## config.mk

```make
export PLATFORM = sky130hd
export DESIGN_NAME = window_range_steady_detector_flat
export DESIGN_NICKNAME = d
export VERILOG_FILES = /design/src/hdl/wrsd_pkg.sv /design/src/hdl/wrsd_in_if.sv /design/src/hdl/wrsd_out_if.sv /design/src/hdl/wrsd_cell.sv /design/src/hdl/wrsd_scan.sv /design/src/hdl/window_range_steady_detector.sv /design/src/flat_wrapper.sv
export SDC_FILE = /design/constraint.sdc
export NUM_CORES = 1
export LEC_CHECK = 0
export BUFFER_PORTS_ARGS = -buffer_cell sky130_fd_sc_hd__buf_2
export CORE_MARGIN = 2
export CORE_UTILIZATION = 39
export DETAILED_ROUTE_END_ITERATION = 10
export PLACE_DENSITY = 0.53
export SYNTH_ARGS = -nofsm -noshare
export SYNTH_HDL_FRONTEND = slang
export SYNTH_SLANG_ARGS = --single-unit
```

## constraint.sdc

```tcl
create_clock -name clk -period 2.7 [get_ports clk]
set_input_delay 0.135 -clock clk [delete_from_list [all_inputs] [get_ports clk]]
set_output_delay 0.135 -clock clk [all_outputs]
set_load 0.01 [all_outputs]
```

## src/hdl/wrsd_pkg.sv

```systemverilog
// Shared constants and types of the window range steady detector.
package wrsd_pkg;

  localparam int WINDOW_LEN_DEF  = 30;
  localparam int SAMPLE_BITS_DEF = 10;
  localparam int FIELD_BITS      = 10;

  localparam logic [FIELD_BITS-1:0] THRESH_RESET = 10'd5;

  typedef struct packed {
    logic shift;
    logic load_new;
  } chain_ctl_t;

endpackage

```

## src/hdl/wrsd_in_if.sv

```systemverilog
// Input channel interface carrying one sensor sample per transaction.
interface wrsd_in_if;
  import wrsd_pkg::*;

  logic                  valid;
  logic                  ready;
  logic [FIELD_BITS-1:0] sample;

  modport source (output valid, output sample, input ready);
  modport sink (input valid, input sample, output ready);
endinterface

```

## src/hdl/wrsd_out_if.sv

```systemverilog
// Result channel interface carrying the window range and steady flag.
interface wrsd_out_if;
  import wrsd_pkg::*;

  logic                  valid;
  logic                  ready;
  logic                  steady;
  logic [FIELD_BITS-1:0] window_range;

  modport source (output valid, output steady, output window_range, input ready);
  modport sink (input valid, input steady, input window_range, output ready);
endinterface

```

## src/hdl/wrsd_cell.sv

```systemverilog
// One window cell holding a single sample and passing it to its neighbor.
module wrsd_cell #(
  parameter int SAMPLE_BITS = wrsd_pkg::SAMPLE_BITS_DEF
) (
  input  logic                   clk,
  input  logic                   rst_n,
  input  logic                   shift,
  input  logic [SAMPLE_BITS-1:0] din,
  output logic [SAMPLE_BITS-1:0] dout
);

  logic [SAMPLE_BITS-1:0] sample_r;

  always_ff @(posedge clk) begin
    if (!rst_n) begin
      sample_r <= '0;
    end else if (shift) begin
      sample_r <= din;
    end
  end

  assign dout = sample_r;

endmodule

```

## src/hdl/wrsd_scan.sv

```systemverilog
// Sequencer that rotates the cell chain past one min/max unit and registers the result.
module wrsd_scan #(
  parameter int WINDOW_LEN  = wrsd_pkg::WINDOW_LEN_DEF,
  parameter int SAMPLE_BITS = wrsd_pkg::SAMPLE_BITS_DEF
) (
  input  logic                            clk,
  input  logic                            rst_n,
  wrsd_in_if.sink                         in_ch,
  wrsd_out_if.source                      out_ch,
  input  logic                            cfg_we,
  input  logic [wrsd_pkg::FIELD_BITS-1:0] cfg_wdata,
  input  logic [SAMPLE_BITS-1:0]          head_sample,
  output logic [SAMPLE_BITS-1:0]          fresh_sample,
  output wrsd_pkg::chain_ctl_t            chain_ctl
);
  import wrsd_pkg::*;

  localparam int CNT_BITS = $clog2(WINDOW_LEN);
  localparam int CMP_BITS = (SAMPLE_BITS > FIELD_BITS) ? SAMPLE_BITS : FIELD_BITS;
  localparam logic [FIELD_BITS-1:0] FIELD_MAX = '1;

  typedef enum logic [1:0] {ST_IDLE, ST_SCAN, ST_DONE} state_t;

  state_t                 state_r, state_nxt;
  logic [CNT_BITS-1:0]    cnt_r, cnt_nxt;
  logic [SAMPLE_BITS-1:0] hi_r, hi_nxt;
  logic [SAMPLE_BITS-1:0] lo_r, lo_nxt;
  logic [FIELD_BITS-1:0]  thresh_r;
  logic                   out_valid_r, out_valid_nxt;
  logic                   steady_r, steady_nxt;
  logic [FIELD_BITS-1:0]  range_r, range_nxt;

  logic [CMP_BITS-1:0]    sample_ext;
  logic [SAMPLE_BITS-1:0] span;
  logic [CMP_BITS-1:0]    span_ext;
  logic                   accept;

  assign sample_ext   = CMP_BITS'(in_ch.sample);
  assign fresh_sample = sample_ext[SAMPLE_BITS-1:0];
  assign span         = hi_r - lo_r;
  assign span_ext     = CMP_BITS'(span);

  assign in_ch.ready         = (state_r == ST_IDLE);
  assign accept              = in_ch.valid && in_ch.ready;
  assign out_ch.valid        = out_valid_r;
  assign out_ch.steady       = steady_r;
  assign out_ch.window_range = range_r;

  always_comb begin
    state_nxt     = state_r;
    cnt_nxt       = cnt_r;
    hi_nxt        = hi_r;
    lo_nxt        = lo_r;
    out_valid_nxt = out_valid_r;
    steady_nxt    = steady_r;
    range_nxt     = range_r;
    chain_ctl     = '0;
    if (out_valid_r && out_ch.ready) begin
      out_valid_nxt = 1'b0;
    end
    case (state_r)
      ST_IDLE: begin
        if (accept) begin
          chain_ctl.shift    = 1'b1;
          chain_ctl.load_new = 1'b1;
          cnt_nxt            = '0;
          state_nxt          = ST_SCAN;
        end
      end
      ST_SCAN: begin
        chain_ctl.shift = 1'b1;
        if (cnt_r == '0) begin
          hi_nxt = head_sample;
          lo_nxt = head_sample;
        end else begin
          if (head_sample > hi_r) begin
            hi_nxt = head_sample;
          end
          if (head_sample < lo_r) begin
            lo_nxt = head_sample;
          end
        end
        if (cnt_r == CNT_BITS'(WINDOW_LEN - 1)) begin
          state_nxt = ST_DONE;
        end else begin
          cnt_nxt = cnt_r + 1'b1;
        end
      end
      ST_DONE: begin
        if (!out_valid_r || out_ch.ready) begin
          out_valid_nxt = 1'b1;
          steady_nxt    = (span_ext < CMP_BITS'(thresh_r));
          if (span_ext > CMP_BITS'(FIELD_MAX)) begin
            range_nxt = FIELD_MAX;
          end else begin
            range_nxt = span_ext[FIELD_BITS-1:0];
          end
          state_nxt = ST_IDLE;
        end
      end
      default: begin
        state_nxt = ST_IDLE;
      end
    endcase
  end

  always_ff @(posedge clk) begin
    if (!rst_n) begin
      state_r     <= ST_IDLE;
      cnt_r       <= '0;
      hi_r        <= '0;
      lo_r        <= '0;
      thresh_r    <= THRESH_RESET;
      out_valid_r <= 1'b0;
      steady_r    <= 1'b0;
      range_r     <= '0;
    end else begin
      state_r     <= state_nxt;
      cnt_r       <= cnt_nxt;
      hi_r        <= hi_nxt;
      lo_r        <= lo_nxt;
      out_valid_r <= out_valid_nxt;
      steady_r    <= steady_nxt;
      range_r     <= range_nxt;
      if (cfg_we) begin
        thresh_r <= cfg_wdata;
      end
    end
  end

endmodule

```

## src/hdl/window_range_steady_detector.sv

```systemverilog
// Top level: sliding window of sample cells with a rotating min/max scan.
// The input transaction starts a scan state that rotates the chain, then a done state loads the result register.
// A new transaction is taken only in the idle state, after the whole cell chain has rotated once
// past the single min/max unit; a result stalled at the output can hold the block in its done state.
// A pending result waits in the output register while the next sample is taken.
// Synchronous reset clears every window cell to zero and sets the threshold to 5.
module window_range_steady_detector #(
  parameter int WINDOW_LEN  = wrsd_pkg::WINDOW_LEN_DEF,
  parameter int SAMPLE_BITS = wrsd_pkg::SAMPLE_BITS_DEF
) (
  input  logic                            clk,
  input  logic                            rst_n,
  wrsd_in_if.sink                         in_ch,
  wrsd_out_if.source                      out_ch,
  input  logic                            cfg_we,
  input  logic [wrsd_pkg::FIELD_BITS-1:0] cfg_wdata
);
  import wrsd_pkg::*;

  chain_ctl_t             chain_ctl;
  logic [SAMPLE_BITS-1:0] fresh_sample;
  logic [SAMPLE_BITS-1:0] tail_in;
  logic [SAMPLE_BITS-1:0] tap [WINDOW_LEN];

  assign tail_in = chain_ctl.load_new ? fresh_sample : tap[0];

  for (genvar i = 0; i < WINDOW_LEN; i++) begin : g_cell
    logic [SAMPLE_BITS-1:0] din;
    if (i == WINDOW_LEN - 1) begin : g_tail
      assign din = tail_in;
    end else begin : g_body
      assign din = tap[i+1];
    end
    wrsd_cell #(
      .SAMPLE_BITS(SAMPLE_BITS)
    ) u_cell (
      .clk  (clk),
      .rst_n(rst_n),
      .shift(chain_ctl.shift),
      .din  (din),
      .dout (tap[i])
    );
  end

  wrsd_scan #(
    .WINDOW_LEN (WINDOW_LEN),
    .SAMPLE_BITS(SAMPLE_BITS)
  ) u_scan (
    .clk         (clk),
    .rst_n       (rst_n),
    .in_ch       (in_ch),
    .out_ch      (out_ch),
    .cfg_we      (cfg_we),
    .cfg_wdata   (cfg_wdata),
    .head_sample (tap[0]),
    .fresh_sample(fresh_sample),
    .chain_ctl   (chain_ctl)
  );

endmodule

```

## src/flat_wrapper.sv

```systemverilog
// flat-port wrapper written by rule: the top's interface ports become plain ports
module window_range_steady_detector_flat import wrsd_pkg::*;
#(
  parameter int WINDOW_LEN  = wrsd_pkg::WINDOW_LEN_DEF,
  parameter int SAMPLE_BITS = wrsd_pkg::SAMPLE_BITS_DEF
)
  (clk, rst_n, cfg_we, cfg_wdata, in_ch_valid, in_ch_sample, in_ch_ready, out_ch_valid, out_ch_steady, out_ch_window_range, out_ch_ready);
  wrsd_in_if in_ch_i ();
  wrsd_out_if out_ch_i ();
  input  logic clk;
  input  logic rst_n;
  input  logic cfg_we;
  input  logic [wrsd_pkg::FIELD_BITS-1:0] cfg_wdata;
  input wire logic [$bits(in_ch_i.valid)-1:0] in_ch_valid;
  input wire logic [$bits(in_ch_i.sample)-1:0] in_ch_sample;
  output wire logic [$bits(in_ch_i.ready)-1:0] in_ch_ready;
  output wire logic [$bits(out_ch_i.valid)-1:0] out_ch_valid;
  output wire logic [$bits(out_ch_i.steady)-1:0] out_ch_steady;
  output wire logic [$bits(out_ch_i.window_range)-1:0] out_ch_window_range;
  input wire logic [$bits(out_ch_i.ready)-1:0] out_ch_ready;
  assign in_ch_i.valid = in_ch_valid;
  assign in_ch_i.sample = in_ch_sample;
  assign in_ch_ready = in_ch_i.ready;
  assign out_ch_valid = out_ch_i.valid;
  assign out_ch_steady = out_ch_i.steady;
  assign out_ch_window_range = out_ch_i.window_range;
  assign out_ch_i.ready = out_ch_ready;
  window_range_steady_detector #(.WINDOW_LEN(WINDOW_LEN), .SAMPLE_BITS(SAMPLE_BITS)) u_core (.clk(clk), .rst_n(rst_n), .in_ch(in_ch_i), .out_ch(out_ch_i), .cfg_we(cfg_we), .cfg_wdata(cfg_wdata));
endmodule
```

[After elaboration in Yosys (flattened, before gate mapping)]
Index checks and enable logic that the tools add are counted.
Storage, ports and cells
  bits of input ports: 25
  logic and storage cells: 84
  bits in registers: 349
Cells by class
  equality and inequality tests: 7
  reduce and logical (&&, ||, !) cells: 14
  order comparisons: 4
  add/sub/neg operators: 2
  mux-type cells: 19
Operators with widths (number)
  two-way mux 10 bit: 6
  < comparator 10 bit: 2
  > comparator 10 bit: 1
  > comparator 10 bit (second input constant): 1
  two-way mux 5 bit: 2
  one-hot mux 5 bit (2 select lines): 1
  subtractor 10 bit: 1
  two-way mux 2 bit: 4
  != test 2 bit (second input constant): 3
  one-hot mux 2 bit (3 select lines): 1
  AND reduction 2 bit: 3
  AND reduction 3 bit: 2
  nonzero test 2 bit: 3
  adder 5 x 1 -> 5 bit (second input constant): 1
  == test 5 bit (second input constant): 1
  logical NOT 5 bit: 1
  two-way mux 1 bit: 4
  == test 2 x 1 -> 1 bit (second input constant): 1
  == test 2 bit (second input constant): 1
  logical AND 1 bit: 2
  logical NOT 2 bit: 1
  != test 2 x 1 -> 1 bit (second input constant): 1
  one-hot mux 1 bit (2 select lines): 1
  logical NOT 1 bit: 1
  logical OR 1 bit: 1

[Logic depth before layout (Yosys ltp)]
Gate-level depths: netlist of the first run.
  word-level depth: 5
  depth in mapped cells: 13

[Modules after synthesis]
From an unflattened synthesis of the first run, not the netlist that was laid out.
Second synthesis, totals
  cells, all modules: 1304
  area total of the unflattened synthesis: 14555.2 sq um
Modules (own cells, without submodules)
  wrsd_cell: seq. area each 200.2 sq um, cells an instance 31, area an instance 374.1 sq um, instances 30
  wrsd_scan: seq. area each 980.9 sq um, cells an instance 363, area an instance 3170.5 sq um, instances 1
  window_range_steady_detector: seq. area each 0.0 sq um, cells an instance 11, area an instance 161.4 sq um, instances 1

[Worst setup path after synthesis of the first run]
OpenSTA, ideal clock, no wires.
  path kind: register -> register
  start: reg u_core.u_scan.hi_r[0]
  end: reg u_core.u_scan.steady_r (netlist: u_core.u_scan.out_ch.steady)
  path slack: -0.222 ns
  required time: 2.624 ns
  arrival time: 2.847 ns
  buffers on the path: 0
  stages on the path, launching flop included: 14
  path through: dfxtp_1 -> inv_1 -> ha_1 -> inv_1 -> fa_1 -> a211oi_1 -> o21ai_0 -> nand2_1 -> xnor2_1 -> ha_1 -> a21o_1 -> a21oi_1 -> or4b_2 -> a21boi_0
Between the ends
  word-level cells in the longest chain between the ends: 2
Ends and longest elaborated chain
  start: declaration: RTL line wrsd_scan.sv:26  | logic [SAMPLE_BITS-1:0] hi_r, hi_nxt;
  start signal: assignment: RTL line wrsd_scan.sv:120  | hi_r <= hi_nxt;
  subtractor 10 bit: RTL line wrsd_scan.sv:40  | assign span = hi_r - lo_r;
  < comparator 10 bit: RTL line wrsd_scan.sv:92  | steady_nxt = (span_ext < CMP_BITS'(thresh_r));
  end signal: assignment: RTL line wrsd_scan.sv:123  | steady_r <= steady_nxt;
  end: declaration: RTL line wrsd_scan.sv:30  | logic steady_r, steady_nxt;
Every way passes these cells.
A chain may end at the register's enable or synchronous reset.

[Worst setup path after layout of the first run]
  start: reg u_core.u_scan.lo_r[1]
  end: reg u_core.u_scan.steady_r (netlist: u_core.u_scan.out_ch.steady)
Between the ends
  word-level cells in the longest chain between the ends: 2
Ends and longest elaborated chain
  start: declaration: RTL line wrsd_scan.sv:27  | logic [SAMPLE_BITS-1:0] lo_r, lo_nxt;
  start signal: assignment: RTL line wrsd_scan.sv:121  | lo_r <= lo_nxt;
  subtractor 10 bit: RTL line wrsd_scan.sv:40
  < comparator 10 bit: RTL line wrsd_scan.sv:92
Every way passes these cells.

==> results.toml, run 1 <==
[global_routing]
grt_antenna_before_repair = 0
grt_pass1_vias = 10300
grt_overflow = 0
grtUsageTotal_pct = 14.6
grt_max_degree = 133
grt_first_pass_wirelength_microns = 47800

[worst_setup_path]
crit_type = "reg -> reg"
slowest_stage = "or4b_4"
crit_path_cell_trace = "inv_2, ha_1, nor2b_1, o2111a_2, o311ai_2, nand2_1, xor2_1, ha_1, a21o_1, a21oi_2, or4b_4, a21boi_1"
critPathRequiredTime_ns = 3.16
cpPeakStageDelay_ns = 0.46
critPathLaunchType = "flop"
reg2reg_slack_ns = -0.05
cp-startpoint = "u_core.u_scan.lo_r[1]"
path_common_cell = "ha_1"
crit_path_end_kind = "flop"
r2r-start = "u_core.u_scan.lo_r[1]"
worstPathMaxFanout = 3
arrival_ns = 3.21

[die]
die_area_sq_um = 37400
initial_core_util_pct = 39.4
coreArea_sq_um = 35500
fp.dieH_microns = 193
die_w_microns = 193
num_rows = 69
io_pins = 38

[clock_tree]
cts_made_buffers = 39
clock_latency_ns = 0.52
clkSinkCount = 349
clk_pin_slew_ns = 0.06
ctsLongestPathBuffers = 3
cts_tree = "done"
root_buffer = "clkbuf_16"
htree_levels = 2

[synthesis]
avgSynthCellArea_sq_um = 8.45
ys.flop_type = "dfxtp_1"
synth.area.top_cells = "dfxtp_1 (50%), nand2_1 (17%), a21boi_0 (16%), ha_1 (3.6%), clkbuf_1 (2.6%)"
yosys_warnings = 0
netlist_area_sq_um = 14000
synth_top_area_share_pct = 49.9
synthArstFlopShare_pct = 0
synth.largest_area_cell = "dfxtp_1"
synth.distinct_cells = 53
synth_edf_count = 0
synth_seq_cells = 349
syn-num-nets = 1722
postSynthCellCount = 1656
ys_seq_area_share_pct = 49.9

[hold_path]
min_path_type = "in -> reg"
worstHoldStart = "out_ch_ready"

[place]
placed_area_sq_um = 14800
io_buffers = 37
dpl.hpwl_microns = 16100
gp_congestion = 0.798

[layout]
final_nets = 1747
drive_above_1_share_pct = 9.43
area_growth_pct = 16.2
fillers = 3518
final_cell_mix = "nand2_1 (628), dfxtp_1 (346), a21boi_0 (295)"
final_common_cell = "nand2_1"
diodes = 0
post-route-cell-area_sq_um = 16300

[sta]
rsz0062_at_grt = "yes"
setup_violations = 1
setup_ws_ns = -0.0528
fin_skew_ns = 0.0189
final_hold_viol_count = 0
worst_pin_slew_ns = 1.04
drv_slew = 0
period_minus_slack_ns = 2.75
fmax_ghz = 0.363
finalCritPeriodShare_pct = 102
slew_headroom_pct = 30.3

[run_status]
status = "finished with violations"
violations = "setup timing"

[routing]
drt-pass1-iter-count = 4
wire_per_inst_microns = 12.5
drt_iter0_markers = 518
vias = 10600
finalWirelength_microns = 27200
post_drt_via_cell_ratio = 4.88
ant_nets = 0
drc = 0

[power_and_ir_drop]
power_density_nw_per_um2 = 679
p_leak_nw = 5.61
ir_drop_v = 0.000454
p_total_mw = 11.1

[run]
cap_violations = 0
## where the power goes
group	internal, mW	switching, mW	total, mW	leakage, nW
registers	5.21	0.0346	5.24	2.82
clock network	3.01	2.03	5.04	0.605
logic	0.254	0.518	0.772	2.19
## sequential cells by signal (all words and copies together) (netlist names)
register	flops
u_core.g_cell.u_cell.dout	300
u_core.u_scan.hi_r	10
u_core.u_scan.lo_r	10
u_core.u_scan.out_ch.window_range	10
u_core.u_scan.thresh_r	10
u_core.u_scan.cnt_r	5
u_core.u_scan.state_r	2
u_core.u_scan.out_ch.steady	1
u_core.u_scan.out_ch.valid	1
## synthesized netlist by cell type, types with 5 or more instances
cell type  number
xor2_1          5
inv_1          35
nand2_1       628
buf_2          12
o21ai_0        30
o22ai_1        10
ha_1           40
a21boi_0      296
a21oi_1        23
and3_1          5
mux2i_1        30
xnor2_1         5
nor2_1         13
dfxtp_1       349
clkbuf_1       98
nor2b_1        14
## metrics by stage
stage	hold slack (ns)	TNS (ns)	setup slack (ns)	utilization [%]	std cells
after floorplan	0.263	0	0.0213	-	1656
after global placement	0.361	-0.0965	-0.0965	41.6	2078
after detailed placement	0.366	-0.107	-0.107	41.6	2078
after CTS	0.00216	-0.0999	-0.0999	45.8	2167
after global routing	0.0491	-0.180	-0.180	45.8	2168
final	0.0229	-0.0528	-0.0528	45.8	2168
## final timing paths
kind,end,cells past startpoint
min,u_core.u_scan.out_ch.valid,3
min reg2reg,u_core.g_cell[1].u_cell.dout[6],2
max,u_core.u_scan.out_ch.steady,12
max reg2reg,u_core.u_scan.out_ch.steady,12
## area by class of cell
cell class / instances / area (sq um) / area share [%]
Clock buffer: 60 / 1190 / 7.30
Clock inverter: 7 / 37.5 / 0.231
Inverter: 35 / 131 / 0.808
Multi-Input combinational cell: 1160 / 6530 / 40.2
Sequential cell: 349 / 6990 / 43.0
Tap cell: 461 / 577 / 3.55
Timing Repair Buffer: 96 / 812 / 4.99
## cell families (layout without fill, tap and decap cells)
| kind of cell | after synthesis | count (layout) | synth area share [%] |
|---|---|---|---|
| buf+inv | 147 | 198 | 4.10 |
| simple gates | 692 | 692 | 19.6 |
| compound gates | 387 | 387 | 19.8 |
| flops | 349 | 349 | 49.9 |
| mux | 30 | 30 | 2.15 |
| fa+ha+maj | 41 | 41 | 3.72 |
| xor+xnor | 10 | 10 | 0.626 |
## layer usage
metal	up-vias	global-route usage (%)	routed length [microns]
li1	5481	-	-
met4	0	5.26	801
met1	4954	18.6	13100
met5	-	0	0
met3	62	2.39	745
met2	83	25.0	12600
## worst max-delay path, delay by kind of cell, from the launching register on
family,cells,cell delay [ns]
DFF,1,0.33
buffers and inverters,1,0.04
and+or+nand+nor,3,0.71
adders and majority gates,2,0.43
AOI/OAI and AO/OA,5,1.02
xor gates and xnor gates,1,0.16
## timing repair
item / CTS / global route
gates cloned: 0 / 0
buffers inserted: 2 / 1
setup endpoints to repair: 1 / 1
pin swaps: 10 / 12
endpoints found under the hold margin: 20 / 0
hold buffers: 20 / 0
gates resized for setup: 7 / 6
Note: power is estimated with default switching activity, not from simulation.
==> run 2: changes to the inputs <==
--- a/config.mk
+++ b/config.mk
@@ -5,6 +5,7 @@
 export SDC_FILE = /design/constraint.sdc
 export NUM_CORES = 1
 export LEC_CHECK = 0
+export ABC_AREA = 1
 export BUFFER_PORTS_ARGS = -buffer_cell sky130_fd_sc_hd__buf_2
 export CORE_MARGIN = 2
 export CORE_UTILIZATION = 39
==> run 2 against run 1 <==
Net effect: the run now ends clean; non-clock buffer count down 10; total power up 27%; highest routed layer unchanged; clock-buffer cell count is 1 higher; combinational power grew to 3.4 times the previous value.
==> results.toml, run 2 <==
[run_status]
status = "finished, final reports clean"

[run]
cap_violations = 0

[worst_setup_path]
critical_path_buf_inv_count = 2
worstPathMaxFanout = 3
path_depth = 15
critPathRequiredTime_ns = 3.12
reg2reg_slack_ns = 0.30
cpPeakStageDelay_ns = 0.36
crit_path_cell_trace = "ha_1, inv_1, fa_2, nand3_1, nand2_2, a31oi_2, inv_1, nand2_1, nand2_1, ha_1, a21oi_1, nor2_1, a211oi_1, nand4_1, a21oi_1"
cp-startpoint = "u_core.u_scan.lo_r[0]"
slowest_stage = "dfxtp_1"
critPathLaunchType = "flop"
regToRegEndpoint = "u_core.u_scan.out_ch.steady"
crit_type = "reg -> reg"
cp_top_family = "adder cells"
crit_path_end_kind = "flop"
r2r_cells = 15
r2r-start = "u_core.u_scan.lo_r[0]"
arrival_ns = 2.82
crit_end = "u_core.u_scan.out_ch.steady"

[clock_tree]
clk_pin_slew_ns = 0.06
cts_made_buffers = 39
htree_levels = 2
clock_latency_ns = 0.52
clkSinkCount = 349
root_buffer = "clkbuf_16"
cts_tree = "done"
postCtsSetupRepairBufs = 0
ctsLongestPathBuffers = 3

[routing]
post_drt_via_cell_ratio = 4.79
drt_iter0_markers = 714
vias = 10700
ant_nets = 0
drt-pass1-iter-count = 4
finalWirelength_microns = 28300
drc = 0
wire_per_inst_microns = 12.6

[sta]
slew_headroom_pct = 41.6
fin_skew_ns = 0.0123
finalCritPeriodShare_pct = 88.8
setup_ws_ns = 0.303
final_hold_viol_count = 0
drv_slew = 0
setup_violations = 0
hold-worst-slack_ns = 0.155
fmax_ghz = 0.417
worst_pin_slew_ns = 0.876
period_minus_slack_ns = 2.40

[die]
io_pins = 38
die_area_sq_um = 36000
fp.dieH_microns = 190
initial_core_util_pct = 39.3
die_w_microns = 190
coreArea_sq_um = 34300
num_rows = 68

[layout]
drive_above_1_share_pct = 7.73
area_growth_pct = 15.3
largest_register_ffs = 300
final_common_cell = "nor2_1"
final_cell_mix = "nor2_1 (583), dfxtp_1 (349), o21ai_0 (300)"
diodes = 0
final_nets = 1824

[power_and_ir_drop]
ir_drop_v = 0.000546
switchingPower_mw = 4.05
netSwitchingFraction_pct = 28.8
p_int_mw = 9.99
p_leak_nw = 6.62
combPwrFrac_pct = 18.9
p_clk_share_pct = 37.3
power_density_nw_per_um2 = 904
pwr-share-seq_pct = 43.9

[global_routing]
grt.met3_usage_pct = 3.01
grt_antenna_before_repair = 0
use_met2_pct = 26.8
grt.busiest_layer = "met2"
grt_first_pass_wirelength_microns = 48100
grt_max_degree = 195
grt_pass1_vias = 10200
grt_use_met1_pct = 20.0
grt_overflow = 0
grtUsageTotal_pct = 15.7

[synthesis]
postSynthCellCount = 1746
synth_most_common_cell = "nor2_1"
synth.area.top_cells = "dfxtp_1 (52%), nor2_1 (16%), o21ai_0 (11%), ha_1 (3.7%), a21oi_1 (3.0%)"
synth_top_area_share_pct = 51.9
synth.distinct_cells = 30
synth_seq_cells = 349
avgSynthCellArea_sq_um = 7.71
ys_seq_area_share_pct = 51.9
yosys-top-cells-count = "nor2_1 (583), dfxtp_1 (349), o21ai_0 (301), inv_1 (92), nand2_1 (84)"
synthArstFlopShare_pct = 0
netlist_area_sq_um = 13500
ys.flop_type = "dfxtp_1"
synth.largest_area_cell = "dfxtp_1"
syn-num-nets = 1812
synth_edf_count = 0
yosys_warnings = 0

[hold_path]
min_path_type = "in -> reg"

[place]
io_buffers = 37
dpl.hpwl_microns = 16100
gp_congestion = 0.798
pre_cts_ws_ns = 0.246
[run 2: changes by cell type in the layout (fill, tap and decap cells not counted), moves of 59 or more]
cell,change
nor2_1,+571
nand2_1,-545
a21boi_0,-295
a21oi_1,+60
inv_1,+59
o21ai_0,+274
[run 2: cell type report]
class | instances | area, sq um
repair inverters | 1 | 5.00
flip-flops and latches | 349 | 6990
multi-input cells | 1185 | 5590
repair buffers | 86 | 729
well taps | 455 | 569
fillers | 3508 | 18800
clock inverters | 8 | 96.3
inverters | 96 | 372
clock buffers | 61 | 1180
[run 2: worst min path at each step]
stage          slack, ns          from                         to  cells after the start
3_3_place_gp        0.35  cfg_wdata[0]  u_core.u_scan.thresh_r[0]                      3
5_1_grt             0.19        cfg_we  u_core.u_scan.thresh_r[4]                      3
6_report            0.15        cfg_we  u_core.u_scan.thresh_r[5]                      3
4_1_cts             0.12        cfg_we  u_core.u_scan.thresh_r[4]                      3
2_1_floorplan       0.25        cfg_we  u_core.u_scan.thresh_r[2]                      1
3_5_place_dp        0.36  cfg_wdata[0]  u_core.u_scan.thresh_r[0]                      3
[run 2: power by group through the flow]
stage / registers [mW] / clock network (mW) / logic, mW
finish: 6.16 / 5.23 / 2.65
detailed placement: 6.27 / 0 / 2.62
global route: 6.24 / 5.61 / 3.12
global placement: 6.26 / 0 / 2.57
CTS: 6.16 / 5.39 / 2.67
floorplan: 6.17 / 0 / 2.09
[run 2: kinds of logic after synthesis]
family | after synthesis | synth area share [%]
simple gates | 717 | 20.7
xor+xnor | 6 | 0.390
fa+ha+maj | 41 | 3.87
buf+inv | 212 | 6.70
compound gates | 421 | 16.4
flops | 349 | 51.9
[run 2: metrics by stage]
| step | instance area (sq um) | total power [mW] | util [%] | std cells | TNS (ns) |
|---|---|---|---|---|---|
| after floorplan | 13500 | 8.26 | - | 1746 | 0 |
| after global placement | 13900 | 8.83 | 40.6 | 2139 | 0 |
| after detailed placement | 13900 | 8.89 | 40.6 | 2139 | 0 |
| after CTS | 15500 | 14.2 | 45.2 | 2240 | 0 |
| after global routing | 15500 | 15.0 | 45.3 | 2241 | -0.00751 |
| final | 15500 | 14.0 | 45.3 | 2241 | 0 |
[run 2: worst register-to-register path, stage by stage, from the launching register on]
cell and delay [ns]:
dfxtp_1 0.36, ha_1 0.15, inv_1 0.08, fa_2 0.36, nand3_1 0.11, nand2_2 0.09, a31oi_2 0.22, inv_1 0.06
nand2_1 0.07, nand2_1 0.06, ha_1 0.17, a21oi_1 0.14, nor2_1 0.05, a211oi_1 0.17, nand4_1 0.11, a21oi_1 0.13
[run 2: metal layers]
layer  part of all wire [%]  vias up
li1                       -     5656
met1                     48     4927
met2                     46      110
met3                    3.5       52
met4                    2.8        0
met5                      0        -
[run 2: what timing repair did]
action,in CTS,in global routing
hold buffers,32,0
setup endpoints to repair,0,2
endpoints found under the hold margin,34,0
gates resized for setup,0,6
==> run 3: changes to the inputs <==
--- a/config.mk
+++ b/config.mk
@@ -7,10 +7,12 @@
 export LEC_CHECK = 0
 export ABC_AREA = 1
 export BUFFER_PORTS_ARGS = -buffer_cell sky130_fd_sc_hd__buf_2
+export CELL_PAD_IN_SITES_DETAIL_PLACEMENT = 1
+export CELL_PAD_IN_SITES_GLOBAL_PLACEMENT = 1
 export CORE_MARGIN = 2
 export CORE_UTILIZATION = 39
 export DETAILED_ROUTE_END_ITERATION = 10
-export PLACE_DENSITY = 0.53
+export PLACE_DENSITY = 0.65
 export SYNTH_ARGS = -nofsm -noshare
 export SYNTH_HDL_FRONTEND = slang
 export SYNTH_SLANG_ARGS = --single-unit
==> constraint.sdc (replaced) <==
create_clock -name clk -period 2.74 [get_ports clk]
set_input_delay 0.137 -clock clk [delete_from_list [all_inputs] [get_ports clk]]
set_output_delay 0.137 -clock clk [all_outputs]
set_load 0.01 [all_outputs]
==> run 3 against run 2 <==
Net effect: critical path depth up 1; largest power group unchanged; non-clock buffer count down 9; global-route usage up 1.7 points; sequential power down 1%.
==> results.toml, run 3 (synthesized netlist as in run 2, its figures left out) <==
[sta]
worst_pin_slew_ns = 0.723
slew_headroom_pct = 51.7
fin_skew_ns = 0.0125
drv_slew = 0
setup_ws_ns = 0.248
setup_violations = 0
final_hold_viol_count = 0
finalCritPeriodShare_pct = 91.0
hold-worst-slack_ns = 0.000852
fin_setup_tns_ns = 0
fmax_ghz = 0.401
period_minus_slack_ns = 2.49
rsz0062_at_grt = "no"

[global_routing]
grt_first_pass_wirelength_microns = 53500
grtUsageTotal_pct = 17.5
grt_max_degree = 190
grt_antenna_before_repair = 0
grt_overflow = 0
grt_pass1_vias = 11200

[clock_tree]
root_buffer = "clkbuf_16"
postCtsSetupRepairBufs = 0
clock_latency_ns = 0.52
htree_levels = 2
clkSinkCount = 349
cts_made_buffers = 39
cts_tree = "done"
ctsLongestPathBuffers = 3
clk_pin_slew_ns = 0.06
ctsResizeCount = 0

[worst_setup_path]
critPathLaunchType = "flop"
slowest_stage = "fa_1"
critical_path_buf_inv_count = 3
crit_path_end_kind = "flop"
crit_type = "reg -> reg"
cpPeakStageDelay_ns = 0.40
critPathRequiredTime_ns = 3.19
worstPathMaxFanout = 3
arrival_ns = 2.94
cp_top_family = "adder cells"
crit_path_cell_trace = "inv_1, ha_1, inv_1, fa_1, nand3_1, nand2_1, a31oi_1, inv_1, nand2_1, nand2_1, ha_1, a21oi_1, nor2_1, a211oi_1, nand4_1, a21oi_1"

[routing]
drt-pass1-iter-count = 4
wl_met2_microns = 14400
drc = 0
post_drt_via_cell_ratio = 4.90
vias = 10900
wire_per_inst_microns = 14.0
dr_wl_met3_microns = 761
wl_met1_microns = 15400
ant_nets = 0
routed.top_layer = "met4"
drt_iter0_markers = 558
finalWirelength_microns = 31100

[die]
coreArea_sq_um = 34300
fp.dieH_microns = 190
die_w_microns = 190
io_pins = 38
die_area_sq_um = 36000
num_rows = 68
initial_core_util_pct = 39.3

[layout]
seqCellArea_sq_um = 6990
drive_above_1_share_pct = 7.55
fillers = 4146
final_nets = 1814
post-route-cell-area_sq_um = 15500
multi_input_area_sq_um = 5580
final_cells = 2231
diodes = 0
largest_register_ffs = 300
area_growth_pct = 15.5
final_cell_mix = "nor2_1 (583), dfxtp_1 (349), o21ai_0 (301)"
post-route-util_pct = 45.3
final_common_cell = "nor2_1"

[power_and_ir_drop]
p_leak_nw = 6.65
power_density_nw_per_um2 = 921
ir_drop_v = 0.000459
p_total_mw = 14.3

[place]
place_inst = 2139
placed_area_sq_um = 13900
dpl.hpwl_microns = 18400
io_buffers = 37
pre_cts_ws_ns = 0.246
gp_congestion = 0.793

[run_status]
status = "finished, final reports clean"

[hold_path]
min_path_type = "in -> reg"

[run]
cap_violations = 0
[run 3: area by class of cell]
cell class                      instances  area share, %
Clock buffer                           57           7.50
Clock inverter                         12           1.46
Inverter                               96           2.37
Multi-Input combinational cell       1185           35.9
Sequential cell                       349           44.9
Tap cell                              455           3.66
Timing Repair Buffer                   77           4.19
[run 3: layer usage]
| metal | vias up | GRT usage (%) |
|---|---|---|
| li1 | 5632 | - |
| met3 | 43 | 2.34 |
| met4 | 0 | 4.50 |
| met2 | 91 | 29.6 |
| met1 | 5177 | 23.5 |
| met5 | - | 0 |
[run 3: report_power, final]
group          total (mW)  internal, mW  switching (mW)
clock network        5.59          3.52            2.07
registers            6.09          5.74           0.346
logic                2.64         0.948            1.69
[run 3: repair_timing]
action / in CTS / in global routing
endpoints found under the hold margin: 20 / 0
hold buffers: 23 / 0
endpoints found under the setup margin: 0 / 0
[run 3: worst min-delay path, delay by kind of cell]
family / cells / cell delay, ns
AOI/OAI and AO/OA: 2 / 0.23
buffers and inverters: 1 / 0.11
[run 3: final timing paths]
check                           depth (start not counted)                       startpoint  slack [ns]                               end
worst max-delay path                                   16            u_core.u_scan.hi_r[0]        0.25       u_core.u_scan.out_ch.steady
worst min-delay path                                    3                  in_ch_sample[0]      0.0009  u_core.g_cell[29].u_cell.dout[0]
worst max register to register                         16            u_core.u_scan.hi_r[0]        0.25       u_core.u_scan.out_ch.steady
worst min register to register                          2  u_core.g_cell[6].u_cell.dout[4]        0.47   u_core.g_cell[6].u_cell.dout[4]
